<file path="src/rtl/assert_macros.svh">
// assertion helpers, compiled out for synthesis
`ifndef ASSERT_MACROS_SVH
`define ASSERT_MACROS_SVH

`ifndef SYNTHESIS

`define ASSERT_ALWAYS(lbl, clk, rst_n, prop, msg) \
	lbl: assert property (@(posedge clk) disable iff (!rst_n) (prop)) else $error(msg);

`define ASSERT_IMPLY(lbl, clk, rst_n, ante, cons, msg) \
	lbl: assert property (@(posedge clk) disable iff (!rst_n) (ante) |-> (cons)) else $error(msg);

`define ASSERT_NEXT(lbl, clk, rst_n, ante, cons, msg) \
	lbl: assert property (@(posedge clk) disable iff (!rst_n) (ante) |=> (cons)) else $error(msg);

`else

`define ASSERT_ALWAYS(lbl, clk, rst_n, prop, msg)
`define ASSERT_IMPLY(lbl, clk, rst_n, ante, cons, msg)
`define ASSERT_NEXT(lbl, clk, rst_n, ante, cons, msg)

`endif

`endif

</file>
<file path="src/rtl/pwsp_pkg.sv">
package pwsp_pkg;

	localparam logic [15:0] FILL_WORD = 16'h0aaa;

	// word code in bits 14..13, side in bit 15
	localparam logic [1:0] CODE_X = 2'b01;
	localparam logic [1:0] CODE_Y = 2'b10;
	localparam logic [1:0] CODE_P = 2'b11;

	localparam int DataW = 13;
	localparam int CmdDepth = 2;

	// commands from the front to the back
	localparam logic [1:0] OP_RESTART = 2'd0;
	localparam logic [1:0] OP_GAP     = 2'd1;
	localparam logic [1:0] OP_PAYLOAD = 2'd2;

	typedef struct packed {
		logic [1:0]  op;
		logic [15:0] data;
	} cmd_t;

	typedef struct packed {
		logic full;
		logic empty;
	} fifo_status_t;

endpackage

</file>
<file path="src/rtl/pwsp_word_if.sv">
interface pwsp_word_if;
	logic        valid;
	logic        ready;
	logic [15:0] word;
	logic        packet_start;
	logic        restart;

	modport source (output valid, output word, output packet_start, output restart,
		input ready);
	modport sink (input valid, input word, input packet_start, input restart,
		output ready);
endinterface

</file>
<file path="src/rtl/pwsp_result_if.sv">
interface pwsp_result_if;
	logic               valid;
	logic               ready;
	logic               kind;
	logic [12:0]        x_pos;
	logic [12:0]        y_pos;
	logic [12:0]        pulse_height;
	logic signed [15:0] gap;
	logic [31:0]        reject_count;

	modport source (output valid, output kind, output x_pos, output y_pos,
		output pulse_height, output gap, output reject_count, input ready);
	modport sink (input valid, input kind, input x_pos, input y_pos,
		input pulse_height, input gap, input reject_count, output ready);
endinterface

</file>
<file path="src/rtl/pwsp_front.sv">
module pwsp_front #(
	parameter int HEADER_WORDS = 3
) (
	input  logic                  clk,
	input  logic                  arst_n,
	pwsp_word_if.sink             words,
	input  pwsp_pkg::fifo_status_t fifo_status,
	output logic                  push,
	output pwsp_pkg::cmd_t        cmd
);
	import pwsp_pkg::*;

	localparam int PosW = (HEADER_WORDS > 1) ? $clog2(HEADER_WORDS) : 1;

	logic [PosW-1:0] pos_q;
	logic [15:0]     expected_q;
	logic            accept;
	logic [15:0]     diff;

	assign words.ready = !fifo_status.full;
	assign accept = words.valid && words.ready;
	assign diff = words.word - expected_q;

	always_comb begin
		push = 1'b0;
		cmd.op = OP_PAYLOAD;
		cmd.data = words.word;
		if (accept) begin
			if (words.restart) begin
				push = 1'b1;
				cmd.op = OP_RESTART;
			end else if (words.packet_start) begin
				push = (diff != 16'd0);
				cmd.op = OP_GAP;
				cmd.data = diff;
			end else if (pos_q == '0) begin
				// null words in payload are dropped here
				push = (words.word != FILL_WORD);
			end
		end
	end

	always_ff @(posedge clk or negedge arst_n) begin
		if (!arst_n) begin
			pos_q <= '0;
			expected_q <= '0;
		end else if (accept && !words.restart) begin
			if (words.packet_start) begin
				expected_q <= words.word + 16'd1;
				pos_q <= PosW'(HEADER_WORDS - 1);
			end else if (pos_q != '0) begin
				pos_q <= pos_q - PosW'(1);
			end
		end
	end

endmodule

</file>
<file path="src/rtl/pwsp_cmd_fifo.sv">
module pwsp_cmd_fifo (
	input  logic                   clk,
	input  logic                   arst_n,
	input  logic                   push,
	input  pwsp_pkg::cmd_t         wr_cmd,
	input  logic                   pop,
	output pwsp_pkg::cmd_t         rd_cmd,
	output pwsp_pkg::fifo_status_t status
);
	import pwsp_pkg::*;

	localparam int PtrW = (CmdDepth > 1) ? $clog2(CmdDepth) : 1;
	localparam int CntW = $clog2(CmdDepth + 1);

	cmd_t            mem_q [CmdDepth];
	logic [PtrW-1:0] wr_ptr_q;
	logic [PtrW-1:0] rd_ptr_q;
	logic [CntW-1:0] count_q;

	assign rd_cmd = mem_q[rd_ptr_q];
	assign status.full = (count_q == CntW'(CmdDepth));
	assign status.empty = (count_q == '0);

	always_ff @(posedge clk) begin
		if (push) begin
			mem_q[wr_ptr_q] <= wr_cmd;
		end
	end

	always_ff @(posedge clk or negedge arst_n) begin
		if (!arst_n) begin
			wr_ptr_q <= '0;
			rd_ptr_q <= '0;
			count_q <= '0;
		end else begin
			if (push) begin
				wr_ptr_q <= (wr_ptr_q == PtrW'(CmdDepth - 1)) ? '0 : wr_ptr_q + PtrW'(1);
			end
			if (pop) begin
				rd_ptr_q <= (rd_ptr_q == PtrW'(CmdDepth - 1)) ? '0 : rd_ptr_q + PtrW'(1);
			end
			if (push && !pop) begin
				count_q <= count_q + CntW'(1);
			end else if (pop && !push) begin
				count_q <= count_q - CntW'(1);
			end
		end
	end

endmodule

</file>
<file path="src/rtl/pwsp_back.sv">
module pwsp_back (
	input  logic           clk,
	input  logic           arst_n,
	input  pwsp_pkg::cmd_t cmd,
	input  logic           cmd_valid,
	output logic           pop,
	pwsp_result_if.source  results
);
	import pwsp_pkg::*;

	localparam logic [2:0] ST_IDLE = 3'd0;
	localparam logic [2:0] ST_LY   = 3'd1;
	localparam logic [2:0] ST_LP   = 3'd2;
	localparam logic [2:0] ST_RY   = 3'd3;
	localparam logic [2:0] ST_RP   = 3'd4;

	logic [2:0]       state_q;
	logic [2:0]       state_d;
	logic [DataW-1:0] held_x_q;
	logic [DataW-1:0] held_y_q;
	logic [31:0]      bad_q;
	logic             out_valid_q;
	logic             kind_q;
	logic [DataW-1:0] x_q;
	logic [DataW-1:0] y_q;
	logic [DataW-1:0] p_q;
	logic [15:0]      gap_q;
	logic [31:0]      bad_out_q;

	logic             side;
	logic [1:0]       code;
	logic [DataW-1:0] data;
	logic             count_bad;
	logic             load_x;
	logic             load_y;
	logic             emit_photon;
	logic             emit_gap;
	logic             emit_now;

	assign pop = cmd_valid && (!out_valid_q || results.ready);
	assign side = cmd.data[15];
	assign code = cmd.data[14:13];
	assign data = cmd.data[DataW-1:0];

	always_comb begin
		state_d = state_q;
		count_bad = 1'b0;
		load_x = 1'b0;
		load_y = 1'b0;
		emit_photon = 1'b0;
		unique case (state_q)
			ST_IDLE: begin
				if (code == CODE_X) begin
					load_x = 1'b1;
					state_d = side ? ST_RY : ST_LY;
				end else begin
					count_bad = 1'b1;
				end
			end
			ST_LY, ST_RY: begin
				if (code == CODE_Y && side == (state_q == ST_RY)) begin
					load_y = 1'b1;
					state_d = (state_q == ST_RY) ? ST_RP : ST_LP;
				end else begin
					count_bad = 1'b1;
					state_d = ST_IDLE;
				end
			end
			ST_LP, ST_RP: begin
				state_d = ST_IDLE;
				if (code == CODE_P && side == (state_q == ST_RP)) begin
					emit_photon = 1'b1;
				end else begin
					count_bad = 1'b1;
				end
			end
			default: begin
				state_d = ST_IDLE;
			end
		endcase
	end

	assign emit_gap = (cmd.op == OP_GAP);
	assign emit_now = pop && (emit_gap || (cmd.op == OP_PAYLOAD && emit_photon));

	always_ff @(posedge clk or negedge arst_n) begin
		if (!arst_n) begin
			state_q <= ST_IDLE;
			held_x_q <= '0;
			held_y_q <= '0;
			bad_q <= '0;
			out_valid_q <= 1'b0;
		end else begin
			if (emit_now) begin
				out_valid_q <= 1'b1;
			end else if (results.ready) begin
				out_valid_q <= 1'b0;
			end
			if (pop) begin
				unique case (cmd.op)
					OP_RESTART: begin
						state_q <= ST_IDLE;
						held_x_q <= '0;
						held_y_q <= '0;
						bad_q <= '0;
					end
					OP_PAYLOAD: begin
						state_q <= state_d;
						if (load_x) held_x_q <= data;
						if (load_y) held_y_q <= data;
						if (count_bad && bad_q != '1) bad_q <= bad_q + 32'd1;
					end
					default: begin
					end
				endcase
			end
		end
	end

	// result payload, no reset needed
	always_ff @(posedge clk) begin
		if (emit_now) begin
			kind_q <= emit_gap;
			x_q <= emit_gap ? '0 : held_x_q;
			y_q <= emit_gap ? '0 : held_y_q;
			p_q <= emit_gap ? '0 : data;
			gap_q <= emit_gap ? cmd.data : 16'd0;
			bad_out_q <= bad_q;
		end
	end

	assign results.valid = out_valid_q;
	assign results.kind = kind_q;
	assign results.x_pos = x_q;
	assign results.y_pos = y_q;
	assign results.pulse_height = p_q;
	assign results.gap = $signed(gap_q);
	assign results.reject_count = bad_out_q;

endmodule

</file>
<file path="src/rtl/photon_word_stream_parser_core.sv">
// photon word stream parser
// words: one 16-bit detector packet word per item, with packet_start marking
//   the packet number word and restart clearing the parser and bad count
// results: photon events (kind 0) and packet number gap reports (kind 1),
//   each carrying the bad word count at that point
// the front checks packet numbers and skips header and null words, then
// queues commands in a two-entry queue; the back runs the x/y/p parser
// and owns the registered result stage
// throughput: one word per cycle, limited only by the result register
// path: a word's command is written to the queue at the edge that accepts
//   the word; the back pops it from the queue head, parses it and loads the
//   result register when that register is empty or being taken
// a stall on results fills the result register, then the queue; words.ready
//   drops once the queue is full and rises right after the edge that pops it
// reset: asynchronous, clears parser state, expected packet number, header
//   position, bad count, queue and result valid; no clearing pass
module photon_word_stream_parser_core #(
	parameter int HEADER_WORDS = 3
) (
	input  logic          clk,
	input  logic          arst_n,
	pwsp_word_if.sink     words,
	pwsp_result_if.source results
);
	import pwsp_pkg::*;

	`include "assert_macros.svh"

	logic         push;
	logic         pop;
	cmd_t         wr_cmd;
	cmd_t         rd_cmd;
	fifo_status_t fifo_status;

	pwsp_front #(
		.HEADER_WORDS(HEADER_WORDS)
	) u_front (
		.clk        (clk),
		.arst_n     (arst_n),
		.words      (words),
		.fifo_status(fifo_status),
		.push       (push),
		.cmd        (wr_cmd)
	);

	pwsp_cmd_fifo u_fifo (
		.clk   (clk),
		.arst_n(arst_n),
		.push  (push),
		.wr_cmd(wr_cmd),
		.pop   (pop),
		.rd_cmd(rd_cmd),
		.status(fifo_status)
	);

	pwsp_back u_back (
		.clk      (clk),
		.arst_n   (arst_n),
		.cmd      (rd_cmd),
		.cmd_valid(!fifo_status.empty),
		.pop      (pop),
		.results  (results)
	);

	`ASSERT_ALWAYS(a_fifo_flags, clk, arst_n, !(fifo_status.full && fifo_status.empty),
		"queue full and empty at once")
	`ASSERT_IMPLY(a_gap_from_start, clk, arst_n, push && wr_cmd.op == OP_GAP,
		words.valid && words.ready && words.packet_start && !words.restart,
		"gap command without packet start")
	`ASSERT_IMPLY(a_result_from_pop, clk, arst_n, $rose(results.valid), $past(pop),
		"result without a queue pop")
	`ASSERT_NEXT(a_no_pop_empty, clk, arst_n, fifo_status.empty && !push, !pop,
		"pop from empty queue")

endmodule

</file>
<file path="src/flat_wrapper.sv">
// flat-port wrapper written by rule: the top's interface ports become plain ports
module photon_word_stream_parser_core_flat import pwsp_pkg::*;
#(
	parameter int HEADER_WORDS = 3
)
  (clk, arst_n, words_valid, words_word, words_packet_start, words_restart, words_ready, results_valid, results_kind, results_x_pos, results_y_pos, results_pulse_height, results_gap, results_reject_count, results_ready);
  pwsp_word_if words_i ();
  pwsp_result_if results_i ();
  input  logic clk;
  input  logic arst_n;
  input wire logic [$bits(words_i.valid)-1:0] words_valid;
  input wire logic [$bits(words_i.word)-1:0] words_word;
  input wire logic [$bits(words_i.packet_start)-1:0] words_packet_start;
  input wire logic [$bits(words_i.restart)-1:0] words_restart;
  output wire logic [$bits(words_i.ready)-1:0] words_ready;
  output wire logic [$bits(results_i.valid)-1:0] results_valid;
  output wire logic [$bits(results_i.kind)-1:0] results_kind;
  output wire logic [$bits(results_i.x_pos)-1:0] results_x_pos;
  output wire logic [$bits(results_i.y_pos)-1:0] results_y_pos;
  output wire logic [$bits(results_i.pulse_height)-1:0] results_pulse_height;
  output wire logic [$bits(results_i.gap)-1:0] results_gap;
  output wire logic [$bits(results_i.reject_count)-1:0] results_reject_count;
  input wire logic [$bits(results_i.ready)-1:0] results_ready;
  assign words_i.valid = words_valid;
  assign words_i.word = words_word;
  assign words_i.packet_start = words_packet_start;
  assign words_i.restart = words_restart;
  assign words_ready = words_i.ready;
  assign results_valid = results_i.valid;
  assign results_kind = results_i.kind;
  assign results_x_pos = results_i.x_pos;
  assign results_y_pos = results_i.y_pos;
  assign results_pulse_height = results_i.pulse_height;
  assign results_gap = results_i.gap;
  assign results_reject_count = results_i.reject_count;
  assign results_i.ready = results_ready;
  photon_word_stream_parser_core #(.HEADER_WORDS(HEADER_WORDS)) u_core (.clk(clk), .arst_n(arst_n), .words(words_i), .results(results_i));
endmodule
</file>
<file path="config.mk">
export PLATFORM = sky130hd
export DESIGN_NAME = photon_word_stream_parser_core_flat
export DESIGN_NICKNAME = d
export VERILOG_FILES = /design/src/rtl/pwsp_pkg.sv /design/src/rtl/pwsp_word_if.sv /design/src/rtl/pwsp_result_if.sv /design/src/rtl/pwsp_front.sv /design/src/rtl/pwsp_cmd_fifo.sv /design/src/rtl/pwsp_back.sv /design/src/rtl/photon_word_stream_parser_core.sv /design/src/flat_wrapper.sv
export VERILOG_INCLUDE_DIRS = /design/src /design/src/rtl
export SDC_FILE = /design/constraint.sdc
export NUM_CORES = 1
export LEC_CHECK = 0
export ABC_CLOCK_PERIOD_IN_PS = 5800
export BUFFER_PORTS_ARGS = -buffer_cell sky130_fd_sc_hd__buf_2
export CAP_MARGIN = 15
export CORE_ASPECT_RATIO = 0.9
export CORE_MARGIN = 2
export CORE_UTILIZATION = 59
export CTS_CLUSTER_SIZE = 12
export DETAILED_ROUTE_END_ITERATION = 6
export PLACE_DENSITY = 0.81
export SLEW_MARGIN = 20
export SYNTH_ARGS = -nofsm -noshare
export SYNTH_HDL_FRONTEND = slang
export SYNTH_HIERARCHICAL = 1
export SYNTH_SLANG_ARGS = --single-unit
</file>
<file path="constraint.sdc">
create_clock -name clk -period 5.8 [get_ports clk]
set_clock_uncertainty 0.2 [all_clocks]
set_input_delay 1.16 -clock clk [delete_from_list [all_inputs] [get_ports clk]]
set_output_delay 1.16 -clock clk [all_outputs]
set_load 0.02 [all_outputs]
</file>
==> metrics.md, run 1 <==
| Metric | Value |
|---|---|
| Clk slew on worst S/H paths | 60 ps |
| # nets final | roughly 1000 |
| First DRT Iteration DRCs | 647 |
| Final wirelength | about 21000 um |
| Tmin final | 4208 ps |
| Distinct cells, synth | 70 |
| CTS sink cnt | about 210 |
| Most frequent cell after synthesis | edfxtp_1 |
| Max-cap violations | 0 |
| Pins Over Slew Limit | 0 |
| Sum of negative setup slack | 0 ps |
| Number of cell rows | between 40 and 50 |
| Slew @ Worst Pin | a little under 800 ps |
| Largest net degree at the start of global routing | between 50 and 60 |
| CTS max path bufs | 3 |
| Arrival @ worst endpoint | 4130 ps |
| CP max stage cell | and2_1 |
| Post_cts resized | 0 |
| Synth top area share | ~37% |
| Top post-synthesis cells by count | edfxtp_1, nand2_1, dfrtp_1 |
| Placed wire-length estimate | 14060 um |
| Antenna cell count | 0 |
| Critical path startpoint category | input port |
| Initial antenna violation count | 0 |
| DR vias | 7256 |
| Root buf cell | clkbuf_16 |
| Fraction of registers with async set/reset | between 40% and 50% |
| Insertion delay to the later sink of the worst-skew pair | approximately 500 ps |
| Synth Cell Area | 10060 um^2 |
| Post-Synthesis Net Count | ~930 |
| Largest area contributor in the netlist | edfxtp_1 |
| DRC errors left | 0 |
| Post-CTS Setup Bufs | 0 |
| Cells after DPL | 1182 |
| Ys Warns | 6 |
| Post-Layout Cell Count | 1225 |
| Gr usage total | about 23% |
| Fraction of layout cells with a size suffix above 1 | 20.41% |
| Setup Crit Path Kind | in -> reg |
| Outcome | finished clean |
| Setup violation total in the final timing report | 0 |
| Die height | 127.9 um |
| Die Width | between 100 and 150 um |
| CP Max Fanout | 18 |
| Cts hold-fix bufs | 0 |
| HP Class | reg -> reg |
| Share of the yosys chip area belonging to registers | between 50% and 60% |
| Routed vias/inst | about 6 |
| Crit share post-route | approximately 73% |
| Worst setup EP type | register |
| Num CTS Buffers | 23 |
| Cells after Synth | 889 |
| Syn Area/Cell | around 11 um^2 |
| Post-synth EDFFs | ~120 |
| Vias in the first global route | between 6000 and 7000 |
| Slew margin rel. | 47.32% |
| Fmax | 237.6 MHz |
| WL per Instance | roughly 17 um |
| Ys flop type | edfxtp_1 |
| Max IR drop VDD | roughly 0.00027 V |
| Buffers on Ports | between 100 and 150 |
| RSZ-0062 raised after global routing | false |
| Die area | 18120 um^2 |
| Synthesis-stage register bit count | 208 |
| IO Count | between 100 and 150 |
| Fin. Hold Viols | 0 |
| P_leak | between 4 and 5 nW |
| Total power | between 5 and 6 mW |
| Setup ws final | between 1500 and 2000 ps |
| Critical Path RT | ~5700 ps |
| Pre-CTS setup slack | 1089 ps |
| Final ANT Viol Nets | 0 |
| Core area | ~17000 um^2 |
| Layout area overhead | 14.76% |
| Total gr overflow | 0 |
| H-tree depth | 1 |
| Gpl congestion | around 0.9 |
| CP Cell Sequence | buf_2 -> inv_1 -> ha_1 -> fa_1 -> nand2b_1 -> a21oi_1 -> o21ai_2 -> a21oi_2 -> o22ai_1 -> xnor2_1 -> nor4b_2 -> a31oi_1 -> and2_1 |
| CTS tree | yes |
| Initial DRT Pass Iterations | 5 |
| Max incr delay on CP | 710 ps |
| Cell Pwr Density | around 500 nW/um^2 |
| Initial core utilization | about 60% |
| Synth area leaders | edfxtp_1, dfrtp_1, nand2_1 |
| Global-route wire length before repair | ~34000 um |
placed cells by master (no fill, tap or decap), drive strengths merged, types with 3 or more instances in the layout:
cell type	count
o31ai	4
o21a	7
o21ai	72
o2111ai	3
or4	5
nand3b	5
nor3	24
a211oi	5
nand2	104
nand3	29
xnor2	11
edfxtp	124
nand2b	12
inv	34
nor2	35
and2	22
and4	5
and4b	3
a31oi	32
o211ai	6
o311ai	4
ha	20
a21o	12
clkbuf	36
nor4	9
nor4b	4
a41oi	8
dfrtp	84
buf	124
a21oi	28
mux2	18
and3	10
nor3b	3
nor2b	50
nor4bb	3
xor2	21
nand4	17
stage by stage:
step                utilization, %  hold slack, ps  area, um^2
floorplan                        -           223.1       10060
global placement             64.34           254.1       10800
detailed placement           64.34           262.4       10800
CTS                          68.72           274.7       11530
global route                 68.82           285.9       11550
finish                       68.82           271.1       11550
per-layer routing:
metal / vias up / global-route usage [%] / share of wire [%]
met3: 40 / 4.221 / 6.6
met5: - / 0 / 0
met4: 0 / 6.118 / 2.1
met2: 259 / 35.49 / 45
met1: 3487 / 34.45 / 46
li1: 3470 / - / -
critical path: cells and delay by family:
kind | cells | cell delay, ps
AND/OR/NAND/NOR | 3 | 980
AO/OA/AOI/OAI | 5 | 930
adder cells (fa/ha/maj) | 2 | 630
buffers and inverters | 2 | 210
XOR/XNOR | 1 | 210
layout make-up:
| class | count | area [um^2] |
|---|---|---|
| Clock buffer | 36 | 644.4 |
| Clock inverter | 6 | 90.09 |
| Fill cell | 1248 | 5231 |
| Inverter | 33 | 123.9 |
| Multi-Input combinational cell | 607 | 3936 |
| Sequential cell | 208 | 5826 |
| Tap cell | 211 | 264.0 |
| Timing Repair Buffer | 124 | 663.1 |
worst paths after layout:
check                                                                 to  slack, ps  cells after the start                                startpoint
worst max-delay path                 u_core/u_fifo/mem_q[1][2]$_DFFE_PP_       1590                     13                             words_word[0]
worst min-delay path               u_core/u_back/held_x_q[2]$_DFFE_PN0P_        270                      2     u_core/u_back/held_x_q[2]$_DFFE_PN0P_
worst max register to register       u_core/u_fifo/mem_q[1][2]$_DFFE_PP_       2090                     11  u_core/u_front/expected_q[0]$_DFFE_PN0P_
worst min register to register     u_core/u_back/held_x_q[2]$_DFFE_PN0P_        270                      2     u_core/u_back/held_x_q[2]$_DFFE_PN0P_
max in group asynchronous       u_core/u_front/expected_q[5]$_DFFE_PN0P_       3980                      2                                    arst_n
min in group asynchronous            u_core/u_back/bad_q[27]$_DFFE_PN0P_        420                      1                                    arst_n
sequential cells by signal, indices dropped and copies added, names as in the netlist, 2 cells and up:
name,count
u_core/u_back/results.y_pos,13
u_core/u_back/bad_q,32
u_core/u_back/results.reject_count,32
u_core/u_fifo/mem_q,36
u_core/u_back/held_x_q,13
u_core/u_back/results.x_pos,13
u_core/u_back/held_y_q,13
u_core/u_fifo/count_q,2
u_core/u_back/results.pulse_height,13
u_core/u_back/results.gap,16
u_core/u_front/expected_q,16
u_core/u_back/state_q,3
u_core/u_front/pos_q,2
report_power, final:
part           internal (mW)  switching (mW)  leakage [nW]
clock network          0.853           0.552         0.352
logic                  0.731            1.35          2.09
registers               2.07           0.195          2.26
logic make-up (layout without fill, tap and decap cells):
| logic type | after synthesis | after routing | share of synthesized area, % |
|---|---|---|---|
| and+or+nand+nor | 346 | 346 | 18.68 |
| xor gates and xnor gates | 32 | 32 | 2.785 |
| AOI/OAI and AO/OA | 190 | 190 | 12.42 |
| adders and majority gates | 21 | 21 | 2.686 |
| buffers and inverters | 74 | 199 | 3.183 |
| muxes | 18 | 18 | 2.350 |
| DFF | 208 | 208 | 57.90 |
Power figures use the tool's default switching activity.
==> inputs of run 2 (changes only) <==
--- a/config.mk
+++ b/config.mk
@@ -6,7 +6,7 @@
 export SDC_FILE = /design/constraint.sdc
 export NUM_CORES = 1
 export LEC_CHECK = 0
-export ABC_CLOCK_PERIOD_IN_PS = 5800
+export ABC_CLOCK_PERIOD_IN_PS = 4100
 export BUFFER_PORTS_ARGS = -buffer_cell sky130_fd_sc_hd__buf_2
 export CAP_MARGIN = 15
 export CORE_ASPECT_RATIO = 0.9
==> constraint.sdc (replaced) <==
create_clock -name clk -period 4.1 [get_ports clk]
set_clock_uncertainty 0.2 [all_clocks]
set_input_delay 0.82 -clock clk [delete_from_list [all_inputs] [get_ports clk]]
set_output_delay 0.82 -clock clk [all_outputs]
set_load 0.02 [all_outputs]
==> metrics.md, run 2 (synthesis results as in run 1) <==
| Metric | Value |
|---|---|
| Post_cts resized | 0 |
| CP Max Fanout | 5 |
| Number of cell rows | 45 |
| Insertion delay to the later sink of the worst-skew pair | 520 ps |
| Pins Over Slew Limit | 0 |
| Slew margin rel. | a little over two fifths |
| Largest net degree at the start of global routing | 85 |
| Gpl congestion | between 0.9 and 1 |
| DR vias | ~7300 |
| Final-layout fill cell count | ~1200 |
| Final ANT Viol Nets | 0 |
| Initial antenna violation count | 0 |
| Root buf cell | clkbuf_16 |
| Vias in the first global route | between 6000 and 7000 |
| FF/Latch Area | approximately 6000 um^2 |
| CTS sink cnt | between 200 and 250 |
| Layout area overhead | 15.62% |
| Num CTS Buffers | 23 |
| Setup violation total in the final timing report | 0 |
| First DRT Iteration DRCs | 565 |
| Fin. Hold Viols | 0 |
| Clk slew on worst S/H paths | approximately 60 ps |
| Outcome | finished clean |
| IO Count | 112 |
| HP Class | in -> async |
| H-tree depth | 1 |
| Global-route wire length before repair | roughly 34000 um |
| Pre-CTS setup slack | ~36 ps |
| Die Width | 141.7 um |
| Commonest non-fill, non-tap cell in the layout | edfxtp_1 |
| Critical path startpoint category | input port |
| Setup ws final | around 540 ps |
| Util after Layout | around 69% |
| Final wirelength | approximately 21000 um |
| Arrival @ worst endpoint | ~3800 ps |
| Fmax | between 200 and 300 MHz |
| Initial core utilization | about three fifths |
| # nets final | 1043 |
| Biggest register | u_core/u_fifo/mem_q |
| Post-Layout Cell Count | 1228 |
| Most frequent cells in the layout | edfxtp_1, buf_2, nand2_1 |
| P_leak | 4.743 nW |
| DRC errors left | 0 |
| Crit share post-route | approximately 87% |
| Post-CTS Setup Bufs | 0 |
| Buffers on Ports | approximately 110 |
| Die area | ~18000 um^2 |
| Slew @ Worst Pin | 847.3 ps |
| Gr usage total | between 20% and 30% |
| Setup Crit Path Kind | in -> reg |
| Max IR drop VDD | between 0.0004 and 0.0005 V |
| Cell Pwr Density | about 700 nW/um^2 |
| WL per Instance | approximately 17 um |
| CTS max path bufs | 3 |
| Placed wire-length estimate | ~14000 um |
| Total gr overflow | 0 |
| Largest register FFs | 36 |
| Max-cap violations | 0 |
| Initial DRT Pass Iterations | 5 |
| RSZ-0062 raised after global routing | false |
| Multi-input logic area | just under 4000 um^2 |
| Fraction of layout cells with a size suffix above 1 | 20.75% |
| Antenna cell count | 0 |
| Tmin final | roughly 3600 ps |
| Cells after DPL | around 1200 |
| Cts hold-fix bufs | 0 |
| CTS tree | yes |
| Worst setup EP type | register |
| Core area | roughly 17000 um^2 |
| Critical Path RT | approximately 4300 ps |
| Routed vias/inst | slightly below 6 |
| Total power | 8.216 mW |
| Sum of negative setup slack | 0 ps |
| Die height | 127.9 um |
run 2: changes by cell type in the layout (fill, tap and decap cells not counted), sizes merged:
| cell | before | now |
|---|---|---|
| clkbuf | 36 | 34 |
| buf | 124 | 127 |
| clkinv | 2 | 4 |
run 2: where the power goes:
part           switching, mW  internal (mW)  total (mW)
Combinational           1.91           1.08        2.99
Clock                  0.800           1.22        2.02
Sequential             0.276           2.93        3.20
Total                   2.99           5.23        8.22
run 2: worst paths after layout:
check	from	end	slack [ps]	depth (start not counted)
worst max-delay path	words_word[0]	u_core/u_fifo/count_q[1]$_DFFE_PN0P_	540	16
worst min-delay path	arst_n	u_core/u_back/bad_q[30]$_DFFE_PN0P_	170	1
worst max register to register	u_core/u_fifo/rd_ptr_q$_DFFE_PN0P_	u_core/u_back/bad_q[12]$_DFFE_PN0P_	650	7
worst min register to register	u_core/u_back/held_x_q[11]$_DFFE_PN0P_	u_core/u_back/held_x_q[11]$_DFFE_PN0P_	270	2
max in group asynchronous	arst_n	u_core/u_front/expected_q[3]$_DFFE_PN0P_	3000	1
min in group clk	u_core/u_back/held_x_q[11]$_DFFE_PN0P_	u_core/u_back/held_x_q[11]$_DFFE_PN0P_	270	2
run 2: layer usage:
metal  GRT usage (%)  part of all wire, %  vias up
met5               0                    0        -
met4           6.529                  2.2        0
met3           3.960                  6.4       36
met2           36.32                   45      270
met1           34.00                   46     3493
li1                -                    -     3489
run 2: area by class of cell:
class	count	share of cell area, %
sequential	208	50.08
timing repair buffer	127	6.292
clock inverter	8	0.9034
clock buffer	34	5.560
inverter	33	1.065
multi-input combinational	607	33.84
tap	211	2.269
run 2: stage by stage:
| stage | cell area, um^2 | hold slack, ps |
|---|---|---|
| final | 11630 | 167.7 |
| after global routing | 11630 | 229.3 |
| after CTS | 11630 | 275.5 |
| after detailed placement | 10880 | 262.9 |
| after global placement | 10880 | 252.7 |
| after floorplan | 10070 | 223.1 |
run 2: critical path: stages:
cell	delay, ps
buf_2	130
inv_1	80
ha_1	240
fa_1	410
nand2b_1	200
a21oi_1	170
o21ai_2	100
a21oi_2	180
o22ai_1	120
xnor2_1	170
nor4b_2	290
a31oi_1	190
ha_1	250
xor2_1	140
nor2_1	130
xor2_1	180
==> inputs of run 3 (changes only) <==
--- a/config.mk
+++ b/config.mk
@@ -10,13 +10,14 @@
 export BUFFER_PORTS_ARGS = -buffer_cell sky130_fd_sc_hd__buf_2
 export CAP_MARGIN = 15
 export CORE_ASPECT_RATIO = 0.9
-export CORE_MARGIN = 2
+export CORE_MARGIN = 3
 export CORE_UTILIZATION = 59
 export CTS_CLUSTER_SIZE = 12
 export DETAILED_ROUTE_END_ITERATION = 6
-export PLACE_DENSITY = 0.81
+export PLACE_DENSITY = 0.86
 export SLEW_MARGIN = 20
 export SYNTH_ARGS = -nofsm -noshare
 export SYNTH_HDL_FRONTEND = slang
 export SYNTH_HIERARCHICAL = 1
 export SYNTH_SLANG_ARGS = --single-unit
+export TNS_END_PERCENT = 10
==> metrics.md, run 3 (synthesis results as in run 1) <==
| Metric | Value |
|---|---|
| Outcome | finished clean |
| Core area | 16410 um^2 |
| Critical Path RT | about 4300 ps |
| Initial DRT Pass Iterations | 7 |
| Cts hold-fix bufs | 0 |
| Multi-input logic area | between 3000 and 4000 um^2 |
| Commonest non-fill, non-tap cell in the layout | edfxtp_1 |
| CTS sink cnt | 208 |
| Largest net degree at the start of global routing | 64 |
| Setup violation total in the final timing report | 0 |
| Placed wire-length estimate | roughly 15000 um |
| Register share of total power | between 30% and 40% |
| Critical path startpoint category | input port |
| Final-layout fill cell count | 1149 |
| Sw Share | 36.82% |
| Setup Crit Path Kind | in -> reg |
| Gr usage total | a little under a quarter |
| Num CTS Buffers | 23 |
| Global-route wire length before repair | 34580 um |
| Fmax | 283.4 MHz |
| Clock share of power | 23.9% |
| Layout area overhead | 15.33% |
| Initial antenna violation count | 0 |
| # nets final | 1046 |
| Cell Pwr Density | 704.3 nW/um^2 |
| Post-CTS Setup Bufs | 0 |
| Max-cap violations | 0 |
| Most frequent cells in the layout | edfxtp_1, buf_2, nand2_1 |
| Die height | around 130 um |
| CP Max Fanout | 5 |
| Max IR drop VDD | ~0.00041 V |
| Vias in the first global route | 7004 |
| Insertion delay to the later sink of the worst-skew pair | around 520 ps |
| Slew margin rel. | 48.05% |
| CP max stage cell | fa_1 |
| Largest register FFs | 36 |
| Fraction of layout cells with a size suffix above 1 | around a fifth |
| Die Width | between 100 and 150 um |
| Final ANT Viol Nets | 0 |
| Initial core utilization | about three fifths |
| DR vias | ~7400 |
| CTS tree | yes |
| RSZ-0062 raised after global routing | false |
| CTS max path bufs | 3 |
| Max incr delay on CP | between 400 and 500 ps |
| R2r setup slk | 650 ps |
| IO Count | roughly 110 |
| Cells after DPL | roughly 1200 |
| Post-Layout Cell Count | between 1000 and 1500 |
| Sum of negative setup slack | 0 ps |
| Tmin final | 3528 ps |
| Biggest register | u_core/u_fifo/mem_q |
| Buffers on Ports | between 100 and 150 |
| Routed vias/inst | roughly 6 |
| Cell Int Power | roughly 5.2 mW |
| Root buf cell | clkbuf_16 |
| H-tree depth | 1 |
| Die area | ~19000 um^2 |
| Number of cell rows | between 40 and 50 |
| Gpl congestion | a little over 0.9 |
| Clk slew on worst S/H paths | about 60 ps |
| Total gr overflow | 0 |
| Final wirelength | 21410 um |
| FF/Latch Area | 5826 um^2 |
| Slew @ Worst Pin | 778.7 ps |
| CP Cell Sequence | buf_2 -> inv_1 -> ha_1 -> fa_1 -> nand2b_1 -> a21oi_1 -> o21ai_2 -> a21oi_2 -> o22ai_1 -> xnor2_1 -> nor4b_2 -> a31oi_1 -> ha_1 -> xor2_1 -> nor2_1 -> xor2_1 |
| P_leak | ~4.7 nW |
| HP Class | in -> async |
| Pins Over Slew Limit | 0 |
| P_sw | approximately 3.0 mW |
| Post_cts resized | 0 |
| Crit share post-route | between 80% and 90% |
| First DRT Iteration DRCs | about 840 |
| DRC errors left | 0 |
| Antenna cell count | 0 |
| Arrival @ worst endpoint | between 3000 and 4000 ps |
| Fin. Hold Viols | 0 |
| WL per Instance | ~17 um |
| Power share of the combinational group | a little under two fifths |
| Worst setup EP type | register |
==> run 3: path summary, 6_finish.rpt <==
| check | from | endpoint | cells after the start |
|---|---|---|---|
| setup / recovery | words_word[0] | u_core/u_fifo/count_q[1]$_DFFE_PN0P_ | 16 |
| hold / removal | arst_n | u_core/u_back/bad_q[29]$_DFFE_PN0P_ | 1 |
| setup reg to reg | u_core/u_fifo/rd_ptr_q$_DFFE_PN0P_ | u_core/u_back/bad_q[3]$_DFFE_PN0P_ | 7 |
| hold reg to reg | u_core/u_back/held_y_q[8]$_DFFE_PN0P_ | u_core/u_back/held_y_q[8]$_DFFE_PN0P_ | 2 |
| max in group asynchronous | arst_n | u_core/u_front/expected_q[6]$_DFFE_PN0P_ | 2 |
| min in group clk | u_core/u_back/held_y_q[8]$_DFFE_PN0P_ | u_core/u_back/held_y_q[8]$_DFFE_PN0P_ | 2 |
==> run 3: layer usage <==
metal | global-route usage (%) | wire (um) | vias to the layer above
li1 | - | - | 3485
met1 | 33.10 | 9576 | 3565
met2 | 36.43 | 9848 | 287
met3 | 3.738 | 1547 | 41
met4 | 6.423 | 436 | 0
met5 | 0 | 0 | -
==> run 3: cell type report <==
cell class | instances | area share, %
Sequential cell | 208 | 50.20
Multi-Input combinational cell | 607 | 33.92
Timing Repair Buffer | 130 | 6.361
Clock buffer | 36 | 5.553
Tap cell | 207 | 2.232
Inverter | 33 | 1.067
Clock inverter | 6 | 0.6685
==> run 3: power by group through the flow <==
| stage | Combinational [mW] | Clock [mW] | Sequential [mW] |
|---|---|---|---|
| floorplan | 1.95 | 0 | 3.45 |
| global placement | 2.88 | 0 | 3.22 |
| detailed placement | 2.97 | 0 | 3.25 |
| CTS | 2.99 | 1.98 | 3.22 |
| global route | 3.31 | 2.07 | 3.28 |
| finish | 3.00 | 1.95 | 3.22 |
==> run 3: worst max-delay path: cells and delay by family <==
family / cells / cell delay [ps]
and+or+nand+nor: 3 / 610
xor gates and xnor gates: 3 / 450
adders and majority gates: 3 / 900
AOI/OAI and AO/OA: 5 / 770
buffers and inverters: 2 / 200
==> run 3: through the flow <==
stage	cell area (um^2)	utilization [%]	total power [mW]	setup slack (ps)	hold WS (ps)
global route	11600	70.74	8.650	397.9	223.0
CTS	11600	70.74	8.193	591.5	193.2
finish	11600	70.74	8.173	571.6	177.9
floorplan	10060	-	5.404	-1.343	223.1
global placement	10880	66.34	6.101	191.6	253.3
detailed placement	10880	66.34	6.223	80.35	262.5
